[config.mk]
export PLATFORM = sky130hd
export DESIGN_NAME = equi_join_build_probe
export DESIGN_NICKNAME = d
export VERILOG_FILES = /design/src/ejbp_pkg.sv /design/src/equi_join_build_probe.sv /design/src/ejbp_cell.sv
export SDC_FILE = /design/constraint.sdc
export NUM_CORES = 2
export LEC_CHECK = 0
export ABC_AREA = 0
export BUFFER_PORTS_ARGS = -buffer_cell sky130_fd_sc_hd__buf_4
export CAP_MARGIN = 20
export CORE_ASPECT_RATIO = 1.75
export CORE_MARGIN = 2
export CORE_UTILIZATION = 55
export CTS_BUF_LIST = sky130_fd_sc_hd__clkbuf_16
export CTS_CLUSTER_DIAMETER = 100
export DETAILED_ROUTE_END_ITERATION = 10
export GPL_TIMING_DRIVEN = 1
export PLACE_DENSITY_LB_ADDON = 0.3
export SLEW_MARGIN = 5
export SYNTH_ARGS = -nofsm -noshare
export SYNTH_HDL_FRONTEND = slang
export SYNTH_SLANG_ARGS = --single-unit
[constraint.sdc]
create_clock -name clk -period 9.15 [get_ports clk]
set_clock_uncertainty 0.15 [all_clocks]
set_input_delay 1.83 -clock clk [delete_from_list [all_inputs] [get_ports clk]]
set_output_delay 1.83 -clock clk [all_outputs]
set_load 0.02 [all_outputs]
[src/ejbp_pkg.sv]
`timescale 1ns / 1ps
// ----------------------------------------------------------------------------
// ejbp_pkg: shared types and constants of the equi-join build/probe block
// Field widths, item kind codes, the per-probe result limit and the
// control bundle that the sequencer broadcasts along the cell chain.
// ----------------------------------------------------------------------------
package ejbp_pkg;

  localparam int KEY_W = 16;
  localparam int VAL_W = 16;
  localparam int CNT_W = 32;

  // at most this many pairs leave for one probe
  localparam int MAX_RESULTS = 64;
  localparam int FOUND_W     = $clog2(MAX_RESULTS + 1);

  // item kind codes
  localparam logic KIND_BUILD = 1'b0;
  localparam logic KIND_PROBE = 1'b1;

  // broadcast control from the sequencer to every cell
  typedef struct packed {
    logic             start;      // seed the probe token at the head cell
    logic             advance;    // move the token one cell down the chain
    logic [KEY_W-1:0] wr_key;     // build tuple key
    logic [VAL_W-1:0] wr_value;   // build tuple value
    logic [KEY_W-1:0] probe_key;  // key of the probe in flight
  } cell_ctl_t;

endpackage

[src/equi_join_build_probe.sv]
`timescale 1ns / 1ps
// ----------------------------------------------------------------------------
// equi_join_build_probe: nested-loop equi-join over a chain of table cells
// Build requests (kind 0) store a (key, value) tuple in the next free cell;
// once all TABLE_DEPTH cells are filled, further builds are dropped. Probe
// requests (kind 1) send a token down the filled cells, one cell per cycle
// while the walk is not paused, and emit one pair per matching cell in slot
// order; the final pair of a probe carries out_last. A probe that matches
// nothing emits nothing. A probe holds the input through its token walk
// and the flush of its last pair, plus any output stall. Each pair waits
// one match in a holding register so the last one can be marked, then
// moves to the output register. At most MAX_RESULTS pairs leave per probe.
// out_pair_total counts pairs so far and saturates. Reset (rst_n low,
// synchronous) empties the table and clears the pair count and out_valid.
// While out_stall is high the output holds and the token walk pauses once
// a further match has nowhere to go; in_stall is high for the whole of a
// probe.
// ----------------------------------------------------------------------------
module equi_join_build_probe #(
  parameter int TABLE_DEPTH = 64
) (
  input  logic                        clk,
  input  logic                        rst_n,
  input  logic                        in_valid,
  output logic                        in_stall,
  input  logic                        in_kind,
  input  logic [ejbp_pkg::KEY_W-1:0]  in_key,
  input  logic [ejbp_pkg::VAL_W-1:0]  in_value,
  output logic                        out_valid,
  input  logic                        out_stall,
  output logic [ejbp_pkg::KEY_W-1:0]  out_match_key,
  output logic [ejbp_pkg::VAL_W-1:0]  out_probe_value,
  output logic [ejbp_pkg::VAL_W-1:0]  out_build_value,
  output logic                        out_last,
  output logic [ejbp_pkg::CNT_W-1:0]  out_pair_total
);

  localparam int FILL_W = $clog2(TABLE_DEPTH + 1);

  localparam logic [1:0] ST_IDLE  = 2'd0;
  localparam logic [1:0] ST_WALK  = 2'd1;
  localparam logic [1:0] ST_FLUSH = 2'd2;

  logic [1:0]                     state_r, state_nxt;
  logic [FILL_W-1:0]              fill_r, fill_nxt;
  logic [FILL_W-1:0]              walk_cnt_r, walk_cnt_nxt;
  logic [ejbp_pkg::FOUND_W-1:0]   found_r, found_nxt;
  logic [ejbp_pkg::KEY_W-1:0]     pkey_r, pkey_nxt;
  logic [ejbp_pkg::VAL_W-1:0]     pval_r, pval_nxt;
  logic                           held_v_r, held_v_nxt;
  logic [ejbp_pkg::VAL_W-1:0]     held_val_r, held_val_nxt;
  logic [ejbp_pkg::CNT_W-1:0]     cnt_r, cnt_nxt;
  logic                           out_valid_r, out_valid_nxt;
  logic [ejbp_pkg::KEY_W-1:0]     out_key_r;
  logic [ejbp_pkg::VAL_W-1:0]     out_pval_r;
  logic [ejbp_pkg::VAL_W-1:0]     out_bval_r;
  logic                           out_last_r;
  logic [ejbp_pkg::CNT_W-1:0]     out_total_r;

  logic                           in_acc;
  logic                           build_acc;
  logic                           probe_acc;
  logic                           out_free;
  logic                           walk_done;
  logic                           any_hit;
  logic                           out_load;
  logic                           load_last;
  logic                           start;
  logic                           advance;
  logic [ejbp_pkg::VAL_W-1:0]     hit_val;
  ejbp_pkg::cell_ctl_t            ctl;

  logic [TABLE_DEPTH-1:0]         wr_sel;
  logic [TABLE_DEPTH-1:0]         hit;
  logic [TABLE_DEPTH-1:0]         tok;
  logic [TABLE_DEPTH-1:0]         tok_in;
  logic [ejbp_pkg::VAL_W-1:0]     cell_val [TABLE_DEPTH];

  // handshake qualifiers
  assign in_stall  = (state_r != ST_IDLE);
  assign in_acc    = in_valid & ~in_stall;
  assign build_acc = in_acc & (in_kind == ejbp_pkg::KIND_BUILD);
  assign probe_acc = in_acc & (in_kind == ejbp_pkg::KIND_PROBE);
  assign out_free  = ~out_valid_r | ~out_stall;

  // broadcast bundle
  assign ctl.start     = start;
  assign ctl.advance   = advance;
  assign ctl.wr_key    = in_key;
  assign ctl.wr_value  = in_value;
  assign ctl.probe_key = pkey_r;

  // cell chain
  assign tok_in[0] = 1'b0;
  for (genvar i = 0; i < TABLE_DEPTH; i++) begin : g_cell
    if (i > 0) begin : g_link
      assign tok_in[i] = tok[i-1];
    end
    assign wr_sel[i] = build_acc & (fill_r == FILL_W'(i));

    ejbp_cell u_cell (
      .clk     (clk),
      .rst_n   (rst_n),
      .ctl     (ctl),
      .wr_en   (wr_sel[i]),
      .seed    ((i == 0) ? 1'b1 : 1'b0),
      .tok_in  (tok_in[i]),
      .tok_out (tok[i]),
      .hit     (hit[i]),
      .value   (cell_val[i])
    );
  end

  // pick the value of the cell that holds the token and matches
  always_comb begin
    hit_val = '0;
    for (int i = 0; i < TABLE_DEPTH; i++) begin
      hit_val = hit_val | (hit[i] ? cell_val[i] : '0);
    end
  end

  assign any_hit   = |hit;
  assign walk_done = (walk_cnt_r == fill_r) ||
                     (found_r == ejbp_pkg::FOUND_W'(ejbp_pkg::MAX_RESULTS));

  // sequencer
  always_comb begin
    state_nxt    = state_r;
    fill_nxt     = fill_r;
    walk_cnt_nxt = walk_cnt_r;
    found_nxt    = found_r;
    pkey_nxt     = pkey_r;
    pval_nxt     = pval_r;
    held_v_nxt   = held_v_r;
    held_val_nxt = held_val_r;
    start        = 1'b0;
    advance      = 1'b0;
    out_load     = 1'b0;
    load_last    = 1'b0;
    unique case (state_r)
      ST_IDLE: begin
        if (probe_acc) begin
          state_nxt    = ST_WALK;
          pkey_nxt     = in_key;
          pval_nxt     = in_value;
          walk_cnt_nxt = '0;
          found_nxt    = '0;
          held_v_nxt   = 1'b0;
          start        = 1'b1;
        end
        if (build_acc && (fill_r != FILL_W'(TABLE_DEPTH))) begin
          fill_nxt = fill_r + FILL_W'(1);
        end
      end
      ST_WALK: begin
        if (walk_done) begin
          state_nxt = ST_FLUSH;
        end else if (!any_hit || !held_v_r || out_free) begin
          advance      = 1'b1;
          walk_cnt_nxt = walk_cnt_r + FILL_W'(1);
          if (any_hit) begin
            found_nxt    = found_r + ejbp_pkg::FOUND_W'(1);
            held_v_nxt   = 1'b1;
            held_val_nxt = hit_val;
            out_load     = held_v_r;
          end
        end
      end
      ST_FLUSH: begin
        if (!held_v_r) begin
          state_nxt = ST_IDLE;
        end else if (out_free) begin
          out_load   = 1'b1;
          load_last  = 1'b1;
          held_v_nxt = 1'b0;
          state_nxt  = ST_IDLE;
        end
      end
      default: begin
        state_nxt = ST_IDLE;
      end
    endcase
  end

  // saturating pair count and output valid
  always_comb begin
    cnt_nxt = cnt_r;
    if (out_load && (cnt_r != '1)) begin
      cnt_nxt = cnt_r + ejbp_pkg::CNT_W'(1);
    end
    priority if (out_load) begin
      out_valid_nxt = 1'b1;
    end else if (out_stall) begin
      out_valid_nxt = out_valid_r;
    end else begin
      out_valid_nxt = 1'b0;
    end
  end

  // control registers
  always_ff @(posedge clk) begin
    if (!rst_n) begin
      state_r     <= ST_IDLE;
      fill_r      <= '0;
      walk_cnt_r  <= '0;
      found_r     <= '0;
      held_v_r    <= 1'b0;
      cnt_r       <= '0;
      out_valid_r <= 1'b0;
    end else begin
      state_r     <= state_nxt;
      fill_r      <= fill_nxt;
      walk_cnt_r  <= walk_cnt_nxt;
      found_r     <= found_nxt;
      held_v_r    <= held_v_nxt;
      cnt_r       <= cnt_nxt;
      out_valid_r <= out_valid_nxt;
    end
  end

  // payload registers
  always_ff @(posedge clk) begin
    pkey_r     <= pkey_nxt;
    pval_r     <= pval_nxt;
    held_val_r <= held_val_nxt;
    if (out_load) begin
      out_key_r   <= pkey_r;
      out_pval_r  <= pval_r;
      out_bval_r  <= held_val_r;
      out_last_r  <= load_last;
      out_total_r <= cnt_nxt;
    end
  end

  assign out_valid       = out_valid_r;
  assign out_match_key   = out_key_r;
  assign out_probe_value = out_pval_r;
  assign out_build_value = out_bval_r;
  assign out_last        = out_last_r;
  assign out_pair_total  = out_total_r;

endmodule

[src/ejbp_cell.sv]
`timescale 1ns / 1ps
// ----------------------------------------------------------------------------
// ejbp_cell: one table slot of the join chain
// Holds one stored tuple and one bit of the probe token. The token moves
// from neighbor to neighbor; the cell flags a hit while it holds the token
// and its stored key equals the probe key.
// ----------------------------------------------------------------------------
module ejbp_cell (
  input  logic                      clk,
  input  logic                      rst_n,
  input  ejbp_pkg::cell_ctl_t       ctl,
  input  logic                      wr_en,
  input  logic                      seed,
  input  logic                      tok_in,
  output logic                      tok_out,
  output logic                      hit,
  output logic [ejbp_pkg::VAL_W-1:0] value
);

  logic [ejbp_pkg::KEY_W-1:0] key_r;
  logic [ejbp_pkg::VAL_W-1:0] value_r;
  logic                       tok_r;
  logic                       tok_nxt;

  // store the build tuple
  always_ff @(posedge clk) begin
    if (wr_en) begin
      key_r   <= ctl.wr_key;
      value_r <= ctl.wr_value;
    end
  end

  // seed or pass the token
  always_comb begin
    priority if (ctl.start) begin
      tok_nxt = seed;
    end else if (ctl.advance) begin
      tok_nxt = tok_in;
    end else begin
      tok_nxt = tok_r;
    end
  end

  always_ff @(posedge clk) begin
    if (!rst_n) begin
      tok_r <= 1'b0;
    end else begin
      tok_r <= tok_nxt;
    end
  end

  assign tok_out = tok_r;
  assign hit     = tok_r & (key_r == ctl.probe_key);
  assign value   = value_r;

endmodule

# --- Yosys cells after proc, flatten, opt, wreduce, memory -nomap -nowiden ---
# Index checks and enable logic that the tools add are counted.
totals:
  output_inout_bits: 83
  latch_bits: 0
  inputBits: 37
  romBits: 0
  ramBits: 0
  ff_bits: 2298
  memories: 0
classes:
  div_mod_pow: 0
  multipliers: 0
  n_eq_ne: 140
  shifts: 0
  addsub: 4
  mux: 100
  bitwise_logic: 201
  reduce_logical: 22
  magnitude_cmp: 0
op_table:
  columns: ["operator", "n"]
  rows:
  - ["16-bit == test", 64]
  - ["16-bit two-way mux", 64]
  - ["16-bit bitwise OR", 63]
  - ["7-bit by 6-bit == test with 1-bit output, second input constant", 32]
  - ["1-bit AND", 131]
  - ["7-bit by 5-bit == test with 1-bit output, second input constant", 16]
  - ["64-bit OR reduction", 1]
  - ["7-bit by 4-bit == test with 1-bit output, second input constant", 8]
  - ["7-bit two-way mux", 6]
  - ["32-bit by 1-bit adder with 32-bit output, second input constant", 1]
  - ["32-bit two-way mux", 1]
  - ["32-bit != test, second input constant", 1]
  - ["7-bit by 3-bit == test with 1-bit output, second input constant", 4]
  - ["7-bit case mux with 2 select lines", 2]
  - ["7-bit by 1-bit adder with 7-bit output, second input constant", 3]
  - ["1-bit two-way mux", 20]
  - ["7-bit by 2-bit == test with 1-bit output, second input constant", 2]
  - ["2-bit != test, second input constant", 5]
  - ["5-bit AND reduction", 2]
  - ["2-bit two-way mux", 4]
  - ["4-bit AND reduction", 2]
  - ["7-bit by 1-bit == test with 1-bit output, second input constant", 1]
  - ["7-bit == test", 1]
  - ["7-bit == test, second input constant", 1]
  - ["other kinds (20)", 32]

# --- Depth between registers and ports, before layout ---
logic_depth:
  ltp_word: 66
  ltp_mapped: 18

# --- Cells and area by module ---
# Synthesis repeated with hierarchy kept, for this count alone.
unflattened:
  hier_cells: 5195
  hier_area_um2: 89600.9
modules_own_cells:
  columns: ["module", "cells_each", "area_each_um2", "instances"]
  rows:
  - ["ejbp_cell", 59, 1187.4, 64]
  - ["equi_join_build_probe", 1419, 13608.1, 1]

# --- Least setup slack after synthesis ---
# OpenSTA, ideal clock, no wires.
synth_timing:
  path_type: "reg2reg"
  from: "reg pkey_r[8] (netlist bit)"
  to: "reg out_bval_r, in the netlist out_build_value[0], enable pin"
  required_ns: 8.565
  period_less_slack_ns: 4.515
  setup_ns: 0.435
  path_stages_with_launch: 14
  t_arrival_ns: 3.930
  n_path_buf: 3
  path_slack_ns: 4.635
  cell_sequence: "edfxtp_1 -> buf_4 -> buf_8 -> buf_6 -> xnor2_1 -> nand2_1 -> or4b_2 -> o2bb2ai_1 -> nor4_1 -> and4b_1 -> a21oi_1 -> or2_2 -> nand2b_1 -> inv_1"
synth_via:
  elab_chain_cells: 9
  elab_cells_between_ends: 136
  cone_classes: "64 x eq/ne; 4 x mux; 64 x bitwise; 4 x reduce/logical"
synth_rtl:
  columns: ["element", "line_no", "text"]
  rows:
  - ["start, declared", "equi_join_build_probe.sv:48", "logic [ejbp_pkg::KEY_W-1:0] pkey_r, pkey_nxt;"]
  - ["start signal, assigned", "equi_join_build_probe.sv:223", "pkey_r <= pkey_nxt;"]
  - ["16-bit == test", "ejbp_cell.sv:53", "assign hit = tok_r & (key_r == ctl.probe_key);"]
  - ["1-bit AND", "ejbp_cell.sv:53", null]
  - ["64-bit OR reduction (*)", "equi_join_build_probe.sv:122", "assign any_hit = |hit;"]
  - ["1-bit logical NOT", "equi_join_build_probe.sv:158", "end else if (!any_hit || !held_v_r || out_free) begin"]
  - ["1-bit logical OR (2 in a row)", "equi_join_build_probe.sv:158", null]
  - ["1-bit two-way mux (*)", "equi_join_build_probe.sv:158", null]
  - ["1-bit two-way mux (*)", "equi_join_build_probe.sv:156", "if (walk_done) begin"]
  - ["1-bit case mux with 2 select lines (*)", "equi_join_build_probe.sv:140", "unique case (state_r)"]
  - ["net out_load", "equi_join_build_probe.sv:66", "logic out_load;"]
  - ["end signal, assigned", "equi_join_build_probe.sv:229", "out_bval_r <= held_val_r;"]
  - ["end, declared", "equi_join_build_probe.sv:56", "logic [ejbp_pkg::VAL_W-1:0] out_bval_r;"]
# The timed path passes the listed nets; every way through them passes the cells marked *.
# A chain may end at the register's enable or synchronous reset.

# --- Worst setup path after layout ---
layout_timing:
  from: "reg pkey_r[6] (netlist bit)"
  to: "reg g_cell[10].u_cell.tok_r"
layout_via:
  elab_chain_cells: 9
  elab_cells_between_ends: 135
  cone_classes: "64 x eq/ne; 3 x mux; 64 x bitwise; 4 x reduce/logical"
layout_rtl:
  columns: ["element", "line_no", "text"]
  rows:
  - ["16-bit == test", "ejbp_cell.sv:53", null]
  - ["1-bit AND", "ejbp_cell.sv:53", null]
  - ["64-bit OR reduction (*)", "equi_join_build_probe.sv:122", null]
  - ["1-bit logical NOT (*)", "equi_join_build_probe.sv:158", null]
  - ["1-bit logical OR (*) (2 in a row)", "equi_join_build_probe.sv:158", null]
  - ["1-bit two-way mux (*)", "equi_join_build_probe.sv:158", null]
  - ["1-bit two-way mux (*)", "equi_join_build_probe.sv:156", null]
  - ["1-bit two-way mux (*)", "equi_join_build_probe.sv:140", null]
  - ["end signal, assigned", "ejbp_cell.sv:48", "tok_r <= tok_nxt;"]
  - ["end, declared", "ejbp_cell.sv:22", "logic tok_r;"]
# Mark *: on every way between the ends. The rest lies on a longest branch, timed or not.

==> key figures <==
Placement
  • Placer Congestion: 0.942
  • Port Buffer Count: 119
  • DP Area: 97,000 µm²
  • DPL Wire Length: 187,000 µm

Synth
  • Synth Register Bits: 2,298
  • Post-synthesis sequential area ratio: 73.1%
  • Most common cell in the synthesized netlist: edfxtp_1
  • Top cells by area in the synthesized netlist: edfxtp_1, xnor2_1, dfxtp_1
  • Mapped Cells: 5,616
  • Synth cell types: 72
  • Post-synth EDFFs: 2,177
  • Synthesized Nets: 5,664
  • Synth Warn #: 0
  • Ys flop type: edfxtp_1
  • Mapped Area: 92,800 µm²
  • Synth area leader: edfxtp_1
  • Average size of a mapped cell: 16.5 µm²
  • Async set-reset flop share out of synthesis: 0%
  • Top cell type's share of synthesized area: 70.5%
  • Most common library cells after synthesis: edfxtp_1, xnor2_1, nand4_1

Worst setup path
  • FF-to-FF End: g_cell[10].u_cell.tok_out
  • Worst Path Max Fanout: 56
  • RR Startpoint: pkey_r[6]
  • CP Launch Type: flip-flop
  • Kind of end point of the critical path: flip-flop
  • Flop2flop setup slack: 2.73 ns
  • Crit Path Category: reg -> reg
  • Worst Reg-to-Reg Cells: 14
  • Critical Path AT: 6.96 ns
  • Crit path required time: 9.69 ns

Floorplan
  • Std cell rows: 199
  • Chip height: 547 µm
  • I/O pin total: 120
  • Die area: 172,000 µm²
  • Core Region: 168,000 µm²
  • Die width: 314 µm
  • Initial core utilization: 55.3%

Power
  • Peak supply drop: 0.000199 V
  • Static Leakage: 32.6 nW
  • Switch Pwr: 4.90 mW
  • Flop pwr share: 53.9%
  • Net Sw Frac: 22.8%
  • Clock share of power: 39.7%
  • Comb pwr share: 6.4%
  • PD cells: 207 nW/µm²
  • Pint: 16.6 mW

Routing
  • DRT iter0 DRCs: 8,415
  • Post-DRT Antenna Nets: 0
  • Via count: 58,200
  • DRC violations left: 0
  • Initial DRT Pass Iterations: 6
  • Final wirelength: 324,000 µm
  • WL/cell: 39.2 µm
  • DR vias/cell: 7.04

Global routing
  • Largest net degree at the start of global routing: 77
  • Grt total ovfl: 0
  • First-pass GRT wire length: 442,000 µm
  • Vias in the first global route: 56,700
  • Overall Global Routing Usage: 37.5%
  • Initial antenna violation count: 17

Min path
  • Hold_sp: pval_r[2]
  • Worst hold path depth: 0
  • Hold Path Class: reg -> reg
  • Hold EP: out_probe_value[2]

STA
  • Max Slew Vio Count: 0
  • Worst slew margin: 7.31%
  • Fmax: 0.156 GHz
  • Setup TNS: 0 ns
  • Worst Max-Slew Pin Slew: 1.39 ns
  • Setup violations, final: 0
  • Final Hold Fails: 0
  • RSZ-0062 raised after global routing: false
  • Fin Hold WS: 0.273 ns
  • Period utilisation layout: 70.2%
  • Min Tclk post-route: 6.42 ns

Outcome
  • Status: finished clean

Clock tree
  • Hold buffers post-CTS: 0
  • H-tree Lvls: 4
  • Clock root buffer master: clkbuf_16
  • Longest Clk Path Bufs: 4
  • Total CTS buffers: 203
  • Post-CTS Resized: 0
  • Post-CTS Setup Inserts: 0
  • Clock Pin Slew Worst Setup and Hold Paths: 0.06 ns
  • Clk_lat worst skew: 0.87 ns
  • CTS tree: yes
  • CTS Sinks: 2,298

Cells and area
  • Final nets: 5,938
  • Share of cells above drive strength 1: 12.2%
  • Synth-to-Final Area Change: 11.6%
  • Design area: 104,000 µm²

Job
  • Max Cap Viol: 0
## sequential cells by signal, summed over array words and instances (netlist names), 16 cells and up
signal / cells
g_cell.u_cell.key_r: 1024
g_cell.u_cell.value: 1024
g_cell.u_cell.tok_out: 64
cnt_r: 32
out_pair_total: 32
held_val_r: 16
out_build_value: 16
out_match_key: 16
out_probe_value: 16
pkey_r: 16
pval_r: 16
## critical path, stage by stage, from the launching register on
cell,delay (ns)
edfxtp_1,0.84
buf_12,0.49
xnor2_1,0.18
nand3_1,0.10
nor4_1,0.05
and3_1,0.17
buf_4,0.26
nor4_2,0.74
buf_6,0.26
nand4_1,0.44
o41ai_2,0.98
nand3_4,0.61
buf_4,0.57
mux2i_1,0.25
nor2_1,0.07
## cell families after synthesis
logic type / count (synthesis) / share of synthesized area [%]
flip-flops: 2298 / 73.1
AND/OR/NAND/NOR: 1282 / 8.07
XOR/XNOR: 1068 / 10.1
AO/OA/AOI/OAI: 611 / 5.62
buffers and inverters: 259 / 2.06
multiplexers: 87 / 0.940
adder cells (fa/ha/maj): 11 / 0.148
## cell type report
type	count	area [µm²]
Antenna cell	19	47.5
Clock buffer	205	5130
Clock inverter	156	1300
Fill cell	12100	64300
Inverter	18	70.1
Multi-Input combinational cell	3059	23900
Sequential cell	2298	67800
Tap cell	2211	2770
Timing Repair Buffer	310	2510
## metal layers
layer  GRT usage [%]  up-vias  wire (µm)
met5               0        -        100
met2            59.7     4788     151000
met3            9.12     1553      39500
met1            42.0    29200      98400
li1                -    22700          -
met4            32.8       12      35200
## per-stage QoR
step / utilization, % / worst slack [ns] / power (mW) / instances
after floorplan: - / 4.64 / 12.7 / 5616
after global placement: 57.8 / 0.806 / 13.1 / 7885
after detailed placement: 57.8 / 2.93 / 13.2 / 7889
after CTS: 61.6 / 2.89 / 21.4 / 8250
after global routing: 61.7 / 2.71 / 21.9 / 8265
final: 61.7 / 2.73 / 21.5 / 8276
## worst max-delay path by stage
stage | to | cells after the start | slack (ns) | startpoint
global route | g_cell[46].u_cell.tok_out | 14 | 2.71 | pkey_r[6]
floorplan | out_build_value[0] | 13 | 4.64 | pkey_r[8]
global placement | g_cell[35].u_cell.tok_out | 13 | 0.81 | pkey_r[6]
finish | g_cell[10].u_cell.tok_out | 14 | 2.73 | pkey_r[6]
detailed placement | g_cell[10].u_cell.tok_out | 14 | 2.93 | pkey_r[6]
CTS | g_cell[10].u_cell.tok_out | 14 | 2.89 | pkey_r[6]
## placed cells by master (no fill, tap or decap), drive strengths merged, types with 7 or more instances in the layout
| cell type | n |
|---|---|
| nand2 | 162 |
| or3 | 39 |
| nand4 | 387 |
| o21ai | 14 |
| o21a | 13 |
| a221oi | 256 |
| nor4 | 151 |
| nand4bb | 8 |
| a22o | 256 |
| clkbuf | 210 |
| a21oi | 12 |
| nor2 | 170 |
| xor2 | 215 |
| bufinv | 20 |
| a22oi | 10 |
| nor4b | 7 |
| or2 | 12 |
| inv | 56 |
| clkinv | 90 |
| or3b | 24 |
| diode | 19 |
| edfxtp | 2177 |
| or4 | 44 |
| xnor2 | 853 |
| clkinvlp | 8 |
| nand2b | 27 |
| o22ai | 11 |
| a21boi | 8 |
| nand3 | 114 |
| buf | 305 |
| dfxtp | 121 |
| and3 | 36 |
| nor3 | 35 |
| and2 | 11 |
| mux2i | 86 |
| nand3b | 33 |
| ha | 11 |
## power groups by stage
stage	sequential, mW	combinational [mW]	clock, mW
final	11.6	1.38	8.52
after global routing	11.6	1.43	8.87
after CTS	11.6	1.35	8.51
after detailed placement	11.8	1.35	0
after global placement	11.8	1.33	0
after floorplan	11.8	0.864	0
(Power assumes the default switching activity.)
